File: src/rtl/dtmf_pkg.sv
// dtmf_pkg: operation codes, widths and tone tables for the dtmf tone generator
// no dependencies; imported by dtmf_tone_generator_top
`timescale 1ns / 1ps
`default_nettype none

package dtmf_pkg;

  localparam int unsigned SampleWidth = 16;
  localparam int unsigned CoefWidth   = 9;
  localparam int unsigned DigitWidth  = 4;
  localparam int unsigned ToneWidth   = 3;
  localparam int unsigned CoefShift   = 8;
  localparam int unsigned ProdWidth   = CoefWidth + 1 + SampleWidth;

  typedef enum logic {
    OP_LOAD = 1'b0,
    OP_TICK = 1'b1
  } op_t;

  typedef logic [ToneWidth-1:0]          tone_idx_t;
  typedef logic [CoefWidth-1:0]          coef_t;
  typedef logic signed [SampleWidth-1:0] smp_t;

  // resonator coefficient per tone: 697, 770, 852, 941, 1209, 1336, 1477, 1633 Hz
  function automatic coef_t tone_coef(input tone_idx_t idx);
    coef_t c;
    case (idx)
      3'd0:    c = 9'd437;
      3'd1:    c = 9'd421;
      3'd2:    c = 9'd402;
      3'd3:    c = 9'd378;
      3'd4:    c = 9'd298;
      3'd5:    c = 9'd255;
      3'd6:    c = 9'd204;
      3'd7:    c = 9'd146;
      default: c = 9'd0;
    endcase
    return c;
  endfunction

  // starting amplitude per tone
  function automatic smp_t tone_amp(input tone_idx_t idx);
    smp_t a;
    case (idx)
      3'd0:    a = -16'sd12073;
      3'd1:    a = -16'sd13189;
      3'd2:    a = -16'sd14389;
      3'd3:    a = -16'sd15625;
      3'd4:    a = -16'sd18863;
      3'd5:    a = -16'sd20113;
      3'd6:    a = -16'sd21268;
      3'd7:    a = -16'sd22240;
      default: a = '0;
    endcase
    return a;
  endfunction

  // row tone of each key code
  function automatic tone_idx_t digit_low(input logic [DigitWidth-1:0] d);
    tone_idx_t t;
    case (d)
      4'd0:                       t = 3'd3;
      4'd1, 4'd2, 4'd3, 4'd10:    t = 3'd0;
      4'd4, 4'd5, 4'd6, 4'd11:    t = 3'd1;
      4'd7, 4'd8, 4'd9, 4'd12:    t = 3'd2;
      4'd13, 4'd14, 4'd15:        t = 3'd3;
      default:                    t = 3'd0;
    endcase
    return t;
  endfunction

  // column tone of each key code
  function automatic tone_idx_t digit_high(input logic [DigitWidth-1:0] d);
    tone_idx_t t;
    case (d)
      4'd1, 4'd4, 4'd7, 4'd14:    t = 3'd4;
      4'd0, 4'd2, 4'd5, 4'd8:     t = 3'd5;
      4'd3, 4'd6, 4'd9, 4'd15:    t = 3'd6;
      4'd10, 4'd11, 4'd12, 4'd13: t = 3'd7;
      default:                    t = 3'd4;
    endcase
    return t;
  endfunction

endpackage

`default_nettype wire

File: src/rtl/dtmf_tone_generator_top.sv
// dtmf tone generator: two recursive sine resonators summed into one pcm stream
// depends on dtmf_pkg (operation codes, tone tables)
`timescale 1ns / 1ps
`default_nettype none

// usage
//   input channel (in_valid / in_ready): each item carries operation and digit.
//   a load item (operation = load) selects the key; its row and column tones
//   set the coefficients, clear the first history and preset the second one
//   to the tone amplitude. a load produces no output item.
//   a tick item (operation = tick) steps both resonators once and yields one
//   signed 16-bit sample, the floor average of the two resonator outputs.
//   output channel (out_valid / out_ready): one sample item per tick.
// timing
//   a tick's sample appears in the output register in the cycle after acceptance.
//   one item is accepted every cycle as long as the output register is empty
//   or being drained in the same cycle; the rate is set by the single
//   multiply-subtract step per resonator between the history registers.
// reset and stall
//   rst (synchronous) clears coefficients and histories, so ticks before the
//   first load give zero samples, and empties the output register.
//   while out_ready is low with a sample held, in_ready drops and the held
//   sample stays unchanged.
module dtmf_tone_generator_top
  import dtmf_pkg::*;
(
  input  wire  logic                          clk,
  input  wire  logic                          rst,
  input  wire  logic                          in_valid,
  output logic                                in_ready,
  input  wire  logic                          operation,
  input  wire  logic [DigitWidth-1:0]         digit,
  output logic                                out_valid,
  input  wire  logic                          out_ready,
  output logic signed [SampleWidth-1:0]       sample
);

  // resonator state
  coef_t low_coef;
  coef_t high_coef;
  smp_t  low_prev;
  smp_t  low_prev2;
  smp_t  high_prev;
  smp_t  high_prev2;

  logic  accept;
  logic  is_tick;

  tone_idx_t low_idx;
  tone_idx_t high_idx;

  logic signed [ProdWidth-1:0] low_prod;
  logic signed [ProdWidth-1:0] high_prod;
  smp_t                        low_y;
  smp_t                        high_y;
  logic signed [SampleWidth:0] sum;

  // output register accepts a new sample when empty or draining
  assign in_ready = !out_valid || out_ready;
  assign accept   = in_valid && in_ready;
  assign is_tick  = (operation == OP_TICK);

  assign low_idx  = digit_low(digit);
  assign high_idx = digit_high(digit);

  // y = floor(coef * prev / 256) - prev2, wrapped to 16 bits
  assign low_prod  = $signed({1'b0, low_coef}) * low_prev;
  assign high_prod = $signed({1'b0, high_coef}) * high_prev;
  assign low_y     = SampleWidth'(low_prod[CoefShift +: SampleWidth] - low_prev2);
  assign high_y    = SampleWidth'(high_prod[CoefShift +: SampleWidth] - high_prev2);

  // floor halving of the sum always fits the sample width
  assign sum = {low_y[SampleWidth-1], low_y} + {high_y[SampleWidth-1], high_y};

  always_ff @(posedge clk) begin
    if (rst) begin
      low_coef   <= '0;
      high_coef  <= '0;
      low_prev   <= '0;
      low_prev2  <= '0;
      high_prev  <= '0;
      high_prev2 <= '0;
    end else if (accept) begin
      if (is_tick) begin
        low_prev2  <= low_prev;
        low_prev   <= low_y;
        high_prev2 <= high_prev;
        high_prev  <= high_y;
      end else begin
        // new key: preset each resonator with its own amplitude
        low_coef   <= tone_coef(low_idx);
        high_coef  <= tone_coef(high_idx);
        low_prev   <= '0;
        low_prev2  <= tone_amp(low_idx);
        high_prev  <= '0;
        high_prev2 <= tone_amp(high_idx);
      end
    end
  end

  // output handshake
  always_ff @(posedge clk) begin
    if (rst) begin
      out_valid <= 1'b0;
    end else if (accept && is_tick) begin
      out_valid <= 1'b1;
    end else if (out_ready) begin
      out_valid <= 1'b0;
    end
  end

  // sample payload, no reset needed
  always_ff @(posedge clk) begin
    if (accept && is_tick) begin
      sample <= sum[SampleWidth:1];
    end
  end

endmodule

`default_nettype wire
File: config.mk
export PLATFORM = sky130hd
export DESIGN_NAME = dtmf_tone_generator_top
export DESIGN_NICKNAME = d
export VERILOG_FILES = /design/src/rtl/dtmf_pkg.sv /design/src/rtl/dtmf_tone_generator_top.sv
export SDC_FILE = /design/constraint.sdc
export NUM_CORES = 1
export LEC_CHECK = 0
export ABC_CLOCK_PERIOD_IN_PS = 9900
export BUFFER_PORTS_ARGS = -buffer_cell sky130_fd_sc_hd__buf_2
export CORE_ASPECT_RATIO = 1.25
export CORE_MARGIN = 3
export CORE_UTILIZATION = 66
export DETAILED_ROUTE_END_ITERATION = 10
export PLACE_DENSITY_LB_ADDON = 0.08
export RECOVER_POWER = 50
export SYNTH_ARGS = -nofsm -noshare
export SYNTH_HDL_FRONTEND = slang
export SYNTH_SLANG_ARGS = --single-unit
File: constraint.sdc
create_clock -name clk -period 9.9 [get_ports clk]
set_clock_uncertainty 0.2 [all_clocks]
set_input_delay 0.99 -clock clk [delete_from_list [all_inputs] [get_ports clk]]
set_output_delay 0.99 -clock clk [all_outputs]
set_load 0.01 [all_outputs]
# After elaboration in Yosys (flattened, before gate mapping)
# Memory sizes are Yosys's and may differ from the RTL's. A register that Yosys moved wholly into a read port is not among the register bits.
# Index checks and enable logic that the tools add are counted.
# W data, S select, Z words.
# totals
memories	6
mem_bits_ro	448
ff_bits	81
out_inout_bits	18
word_cells	30
# mem_list
memory	depth	width	read_ports	rd_clocked_by_memory_dff	write_ports	line_no	rtl
(name not given)	8	15	1	0	0	dtmf_pkg.sv:44	case (idx)
(name not given)	8	15	1	0	0	dtmf_pkg.sv:44	
(name not given)	8	9	1	1	0	dtmf_pkg.sv:27	case (idx)
(name not given)	8	9	1	1	0	dtmf_pkg.sv:27	
(name not given)	16	2	1	0	0	dtmf_pkg.sv:75	case (d)
(name not given)	16	2	1	0	0	dtmf_pkg.sv:61	case (d)
# op_classes
mul	2
bitwise	1
add_sub_neg	3
muxes	6
reduce_logical	6
# ops
cell	n
$mux W16	4
$mul A10 B16 Y24	2
$sub A16 B16 Y16	2
$add A16 B16 Y17	1
$logic_and A1 B1 Y1	2
$mux W1	2
$reduce_and A2 Y1	1
$reduce_bool A2 Y1	1
$logic_not A1 Y1	1
$logic_or A1 B1 Y1	1
$not A1 Y1	1

# Logic depth before layout (Yosys ltp)
# Gate-level depths: netlist (run 1).
# logic_depth
ltp_word	5
mapped_depth	36

# Worst setup path before layout (run 1)
# Ideal clock, no wire load.
# synth_timing
kind	register -> register
from	register low_coef[2]
to	register sample[14] (data pin)
period_less_slack_ns	7.784
path_buffers	2
path_slack_ns	2.116
stages_incl_launch_ff	37
arrival_time_ns	7.327
setup_ns	0.258
cell_sequence	dfxtp_1 > buf_2 > buf_1 > nand2_1 > fa_1 > inv_1 > fa_1 > inv_1 > fa_1 > inv_1 > fa_1 > inv_1 > fa_1 > inv_1 > ha_1 > nor2_1 > o21ai_0 > o21ai_1 > nor2b_1 > o21a_1 > nor2_1 > ha_1 > nor2b_1 > o21a_1 > nor2_1 > o21bai_1 > a31o_2 > a211oi_1 > xnor2_1 > ha_1 > and3_1 > a21oi_1 > a21boi_0 > a21oi_1 > a21o_1 > a21oi_1 > xnor2_1
# synth_via
elab_chain_cells	3
# synth_rtl
item	line_no	rtl
start, declared	dtmf_tone_generator_top.sv:39	coef_t low_coef;
$mul A10 B16 Y24	dtmf_tone_generator_top.sv:67	assign low_prod = $signed({1'b0, low_coef}) * low_prev;
$sub A16 B16 Y16	dtmf_tone_generator_top.sv:69	assign low_y = SampleWidth'(low_prod[CoefShift +: SampleWidth] - low_prev2);
$add A16 B16 Y17	dtmf_tone_generator_top.sv:73	assign sum = {low_y[SampleWidth-1], low_y} + {high_y[SampleWidth-1], high_y};
net sum[15]	dtmf_tone_generator_top.sv:56	logic signed [SampleWidth:0] sum;
end signal, assigned	dtmf_tone_generator_top.sv:115	sample <= sum[SampleWidth:1];
end, declared	dtmf_tone_generator_top.sv:35	output logic signed [SampleWidth-1:0] sample
# The timed path passes the listed nets, and every way through them passes these cells.
# A chain may end at the register's enable or synchronous reset.

# Worst setup path after layout (run 1)
# Same ends and word-level chain as after synthesis.

==> impl_metrics.py, run 1 <==
metrics = {
    "critical_path": {
        "cp.required_ns": 9.80,
        "cp_common_cell": "fa_1",
        "cpPeakStageDelay_ns": 0.73,
        "critPathSlowestCell": "dfxtp_1",
        "crit_buf_inv": 3,
        "crit_path_end_kind": "flip-flop",
        "ff2ff_setup_slack_ns": 1.46,
        "arrival_ns": 8.34,
        "rr_worst_depth": 32,
        "cp_top_family": "adder cells",
        "start_kind": "flip-flop",
        "crit_fanout": 19,
        "worst-path-stages": 32,
        "worstSetupPathType": "reg2reg",
    },
    "floorplanning": {
        "dieHeight_um": 175.0,
        "core_sq_um": 22360,
        "pin_count": 27,
        "start_util_pct": 67.46,
        "rows": 61,
        "die-width_um": 141.2,
        "die_area_sq_um": 24720,
    },
    "route": {
        "drt_iter0_markers": 548,
        "routed_via_density": 5.671,
        "wl_per_cell_um": 17.14,
        "ant_nets": 0,
        "vias": 11160,
        "drt-total-wl_mm": 33.73,
        "drt-pass1-iter-count": 4,
        "drc_errors": 0,
    },
    "grt": {
        "grt_pass1_vias": 12010,
        "grt_overflow": 0,
        "grt_pass1_wl_mm": 58.08,
        "antenna_found_initial": 0,
        "grt_max_degree": 82,
        "grt_use_total_pct": 29.02,
    },
    "clock_network": {
        "cts_buffers": 9,
        "cts_tree": "done",
        "post_cts_buffers": 0,
        "clk_latency_ns": 0.35,
        "hold_buffers": 0,
        "cts.htree.levels": 3,
        "cts.sinks": 96,
        "cts_root_buf": "clkbuf_16",
        "clock_path_buffers": 2,
        "post_cts_resized": 0,
        "clk_transition_reported_paths_ns": 0.08,
    },
    "timing": {
        "post-route-period-util_pct": 85.27,
        "hold_viol_final": 0,
        "timing.hold.ws_ns": 0.2567,
        "fin_tns_setup_ns": 0,
        "fin_ws_ns": 1.458,
        "relSlewSlack_pct": -126.9,
        "slew_violations": 107,
        "worst_slew_pin_slew_ns": 3.404,
        "rsz0062_at_grt": "false",
        "max_freq_mhz": 118.5,
        "fin_crit_ns": 8.442,
        "setup_viol": 0,
    },
    "yosys": {
        "yosys_warnings": 0,
        "postSynthCellCount": 1710,
        "synth.yosys.seq_area_share_pct": 13.80,
        "synth_xor_area_share_pct": 4.528,
        "synth_cell_types": 66,
        "syn_area_sq_um": 15090,
        "synth_top_cell_by_area": "fa_1",
        "synth_most_common_cell": "inv_1",
        "yosys.area.top_type_share_pct": 30.65,
        "yosys.area_share.simple_pct": 17.26,
        "avgSynthCellArea_sq_um": 8.822,
        "synth_nets": 2108,
        "synthAdderAreaFrac_pct": 43.76,
        "synthTopCellsByArea": "fa_1, ha_1, dfxtp_1, inv_1, and2_1",
        "ys_seq_elements": 96,
        "synth_compound_area_share_pct": 10.36,
        "synth_edf_count": 16,
        "synth_top_family_by_area": "adder cells",
        "async_reset_ff_share_pct": 0,
        "yosys-mux-area-fraction_pct": 0.4645,
        "yosys-top-cells-count": "inv_1, fa_1, ha_1, and2_1, nand2_1",
        "synthFlopType": "dfxtp_1",
    },
    "place": {
        "placed_area_sq_um": 15330,
        "dpl.cell_count": 1952,
        "portBuffers": 26,
        "post-place-ws_ns": 1.515,
        "place_congestion": 0.8923,
        "dp_hpwl_mm": 26.91,
    },
    "outcome": {
        "violations": "max-capacitance violations, max-slew violations",
        "status": "complete, but fails checks",
    },
    "finish": {
        "drive_gt1_share_pct": 3.145,
        "area_growth_pct": 3.367,
        "fillers": 1848,
        "fin_cells": 1968,
        "num_antenna_cells": 0,
        "post-route-util_pct": 69.73,
        "fin_area_sq_um": 15590,
        "nNetsFinal": 2078,
    },
    "hold_path": {
        "min_path_type": "reg2reg",
        "hold_depth": 2,
    },
    "job": {
        "drv_cap": 2,
    },
    "power": {
        "clkPwrFrac_pct": 7.9,
        "total_power_mw": 4.450,
        "p_switching_mw": 2.204,
        "leakage_nw": 8.061,
        "internal_power_mw": 2.246,
        "p_seq_share_pct": 18.6,
        "p_comb_share_pct": 73.4,
        "ir_drop_v": 0.0002923,
        "power_density_nw_per_um2": 285.4,
        "p_sw_share_pct": 49.53,
    },
}
==> path summary, 6_finish.rpt <==
| check | start | end |
|---|---|---|
| max | low_coef[2] | sample[14] |
| min | low_prev2[7] | low_prev2[7] |
| max reg2reg | low_coef[2] | sample[14] |
| min reg2reg | low_prev2[7] | low_prev2[7] |
==> power by group through the flow <==
stage / clock network [mW] / registers, mW / logic, mW
4_1_cts: 0.357 / 0.825 / 3.26
3_5_place_dp: 0 / 0.833 / 3.22
5_1_grt: 0.375 / 0.844 / 3.67
3_3_place_gp: 0 / 0.831 / 3.14
2_1_floorplan: 0 / 0.707 / 2.60
6_report: 0.353 / 0.829 / 3.27
==> cells in the final DEF (no fill, tap or decap), drive strengths merged, types with 3 or more instances in the layout <==
cell type	netlist	layout
a211oi	39	39
nor2	117	117
inv	317	321
buf	8	11
and3	8	8
ha	158	158
xnor2	62	62
dfxtp	80	80
o21ai	29	29
clkinv	1	4
a21o	15	15
a31oi	7	7
nor3b	8	8
o21a	19	19
nand4	3	3
fa	231	231
nand3	16	16
and2	155	155
nand2b	11	11
nor2b	18	18
nand2	146	146
clkbuf	65	30
o211ai	5	5
or2	4	4
xor2	16	16
o31a	3	3
a21oi	63	63
nand3b	7	7
a22oi	24	24
nor3	22	22
mux2i	7	7
edfxtp	16	16
a21boi	5	5
==> layer usage <==
| metal | wire (um) | global-route usage (%) |
|---|---|---|
| met2 | 18090 | 53.62 |
| met1 | 13340 | 35.15 |
| met3 | 1185 | 2.409 |
| met4 | 1118 | 10.34 |
| met5 | 0 | 0 |
==> registers in the layout (all words and copies together), names as in the netlist <==
signal      count
low_coef        7
low_prev       16
out_valid       1
sample         16
high_coef       8
high_prev      16
high_prev2     16
low_prev2      16
==> area by class of cell <==
type                            count  area [sq um]  share of cell area, %
Multi-Input combinational cell   1223         11520                  73.90
Clock inverter                      7         73.82                 0.4734
Inverter                          318          1194                  7.655
Sequential cell                    96          2082                  13.35
Timing Repair Buffer               32         141.4                 0.9067
Tap cell                          283         354.1                  2.271
Clock buffer                        9         225.2                  1.444
==> logic make-up after synthesis <==
family | Yosys count
AND/OR/NAND/NOR | 520
multiplexers | 7
buffers and inverters | 391
XOR/XNOR | 78
AO/OA/AOI/OAI | 229
flip-flops | 96
adder cells (fa/ha/maj) | 389
==> worst reg2reg max path: cells and delay by family (launching register included) <==
kind,cells,cell delay (ns)
compound gates,13,2.37
xor+xnor,3,0.34
fa+ha+maj,8,3.37
buf+inv,3,0.16
flops,1,0.73
simple gates,5,1.04
Note: power is estimated with default switching activity, not from simulation.
==> run 2: changes to the inputs <==
Settings changed: ABC_AREA set to 1.
==> run 2 against run 1 <==
  * The flow still finishes with violations (max-capacitance violations, max-slew violations)
  * Die area grew 8.9%
  * Global-route usage grew 4.9 points
  * Via count grew 26%
  * Critical path type unchanged
==> impl_metrics.py, run 2 <==
metrics = {
    "floorplanning": {
        "rows": 64,
        "start_util_pct": 67.27,
        "die_area_sq_um": 26920,
        "die-width_um": 147.4,
        "pin_count": 27,
        "core_sq_um": 24500,
        "dieHeight_um": 182.7,
    },
    "place": {
        "portBuffers": 26,
        "dp_hpwl_mm": 36.14,
        "post-place-ws_ns": 1.407,
        "place_congestion": 0.9094,
    },
    "critical_path": {
        "cpPeakStageDelay_ns": 0.72,
        "worstSetupPathType": "reg2reg",
        "critPathSlowestCell": "dfxtp_1",
        "ff2ff_setup_slack_ns": 1.37,
        "cp.required_ns": 9.80,
        "r2r-start": "low_coef[2]",
        "arrival_ns": 8.43,
        "crit_fanout": 17,
        "start_kind": "flip-flop",
        "worstReg2RegEnd": "sample[14]",
        "rr_worst_depth": 28,
        "crit_path_end_kind": "flip-flop",
    },
    "route": {
        "wl_per_cell_um": 16.91,
        "m1WireLength_mm": 15.91,
        "drc_errors": 0,
        "drt-pass1-iter-count": 5,
        "dr_wl_met2_mm": 23.40,
        "drt-total-wl_mm": 43.72,
        "ant_nets": 0,
        "routed_via_density": 5.419,
        "drt_iter0_markers": 821,
        "wl_met3_mm": 1.780,
        "vias": 14010,
        "top_layer_used": "met4",
    },
    "outcome": {
        "status": "complete, but fails checks",
        "violations": "max-capacitance violations, max-slew violations",
    },
    "yosys": {
        "synth_top_cell_by_area": "fa_1",
        "yosys-top-cells-count": "nand2_1, inv_1, fa_1, ha_1, a21oi_1",
        "synthTopCellsByArea": "fa_1, nand2_1, inv_1, ha_1, dfxtp_1",
        "async_reset_ff_share_pct": 0,
        "synth_cell_types": 49,
        "yosys_warnings": 0,
        "ys_seq_elements": 96,
        "syn_area_sq_um": 16480,
        "avgSynthCellArea_sq_um": 7.192,
        "postSynthCellCount": 2292,
        "synth_nets": 2690,
        "synth_edf_count": 16,
        "yosys.area.top_type_share_pct": 28.05,
        "synth_most_common_cell": "nand2_1",
        "synth.yosys.seq_area_share_pct": 12.63,
        "synthFlopType": "dfxtp_1",
    },
    "grt": {
        "grt_use_total_pct": 33.94,
        "antenna_found_initial": 0,
        "grt_max_degree": 72,
        "grt_pass1_vias": 14790,
        "grt_overflow": 0,
        "grt_pass1_wl_mm": 72.42,
    },
    "timing": {
        "rsz0062_at_grt": "false",
        "timing.hold.ws_ns": 0.2682,
        "relSlewSlack_pct": -146.0,
        "fin_tns_setup_ns": 0,
        "hold_viol_final": 0,
        "fin_crit_ns": 8.530,
        "max_freq_mhz": 117.2,
        "slew_violations": 205,
        "worst_slew_pin_slew_ns": 3.690,
        "setup_viol": 0,
        "post-route-period-util_pct": 86.16,
        "fin_ws_ns": 1.370,
    },
    "power": {
        "leakage_nw": 10.54,
        "power_density_nw_per_um2": 292.7,
        "ir_drop_v": 0.0003306,
    },
    "finish": {
        "nNetsFinal": 2648,
        "mostFrequentLayoutCell": "nand2_1",
        "final_cell_mix": "nand2_1, inv_1, fa_1",
        "num_antenna_cells": 0,
        "drive_gt1_share_pct": 1.996,
        "area_growth_pct": 3.051,
    },
    "clock_network": {
        "cts_tree": "done",
        "cts_root_buf": "clkbuf_16",
        "cts.sinks": 96,
        "post_cts_buffers": 0,
        "hold_buffers": 0,
        "post_cts_resized": 0,
        "clk_transition_reported_paths_ns": 0.07,
        "clk_latency_ns": 0.36,
        "cts.htree.levels": 3,
        "clock_path_buffers": 2,
        "cts_buffers": 9,
    },
    "job": {
        "drv_cap": 3,
    },
    "hold_path": {
        "min_path_type": "reg2reg",
        "hp-start": "high_prev2[14]",
        "holdPathEnd": "high_prev2[14]",
        "hold_depth": 2,
    },
}
run 2: worst max-delay path by stage:
stage	start	to	slack (ns)
finish	low_coef[2]	sample[14]	1.37
global route	low_coef[2]	sample[14]	0.80
CTS	low_coef[2]	sample[14]	1.36
detailed placement	low_coef[2]	sample[14]	1.41
global placement	low_coef[2]	sample[14]	1.41
floorplan	low_coef[1]	sample[15]	2.50
run 2: worst max-delay path: cells and delay by family, from the launching register on:
family,cells,cell delay [ns]
buffers and inverters,5,0.45
adder cells (fa/ha/maj),8,3.71
XOR/XNOR,2,0.27
AO/OA/AOI/OAI,2,0.24
AND/OR/NAND/NOR,11,2.65
flip-flops,1,0.72
run 2: cells by family (layout without fill, tap and decap cells):
family	after synthesis	count (layout)	synth area share (%)
and+or+nand+nor	812	812	19.61
DFF	96	96	12.63
AOI/OAI and AO/OA	245	245	8.516
xor gates and xnor gates	66	66	3.507
buffers and inverters	684	647	15.70
adders and majority gates	389	389	40.05
run 2: report_power, final:
| group | switching [mW] | internal (mW) |
|---|---|---|
| clock network | 0.162 | 0.195 |
| registers | 0.190 | 0.653 |
| logic | 2.37 | 1.40 |
run 2: per-stage QoR:
| stage | power (mW) | utilization, % | cells | area [sq um] |
|---|---|---|---|---|
| 2_1_floorplan | 3.590 | - | 2292 | 16480 |
| 3_3_place_gp | 4.553 | 68.30 | 2569 | 16740 |
| 3_5_place_dp | 4.563 | 68.30 | 2569 | 16740 |
| 4_1_cts | 4.954 | 69.48 | 2585 | 17030 |
| 5_1_grt | 5.461 | 69.33 | 2585 | 16990 |
| 6_report | 4.972 | 69.33 | 2585 | 16990 |
run 2: per-layer routing:
metal	vias up	GRT usage, %
li1	6704	-
met1	6725	37.67
met2	432	63.60
met3	147	2.807
met4	0	19.06
met5	-	0
run 2: cell type report:
type	instances	area [sq um]
clock buffer	10	229.0
clock inverter	6	60.06
fill	2200	7516
inverter	601	2256
multi-input combinational	1512	11830
sequential	96	2082
tap	330	412.9
timing repair buffer	30	122.6
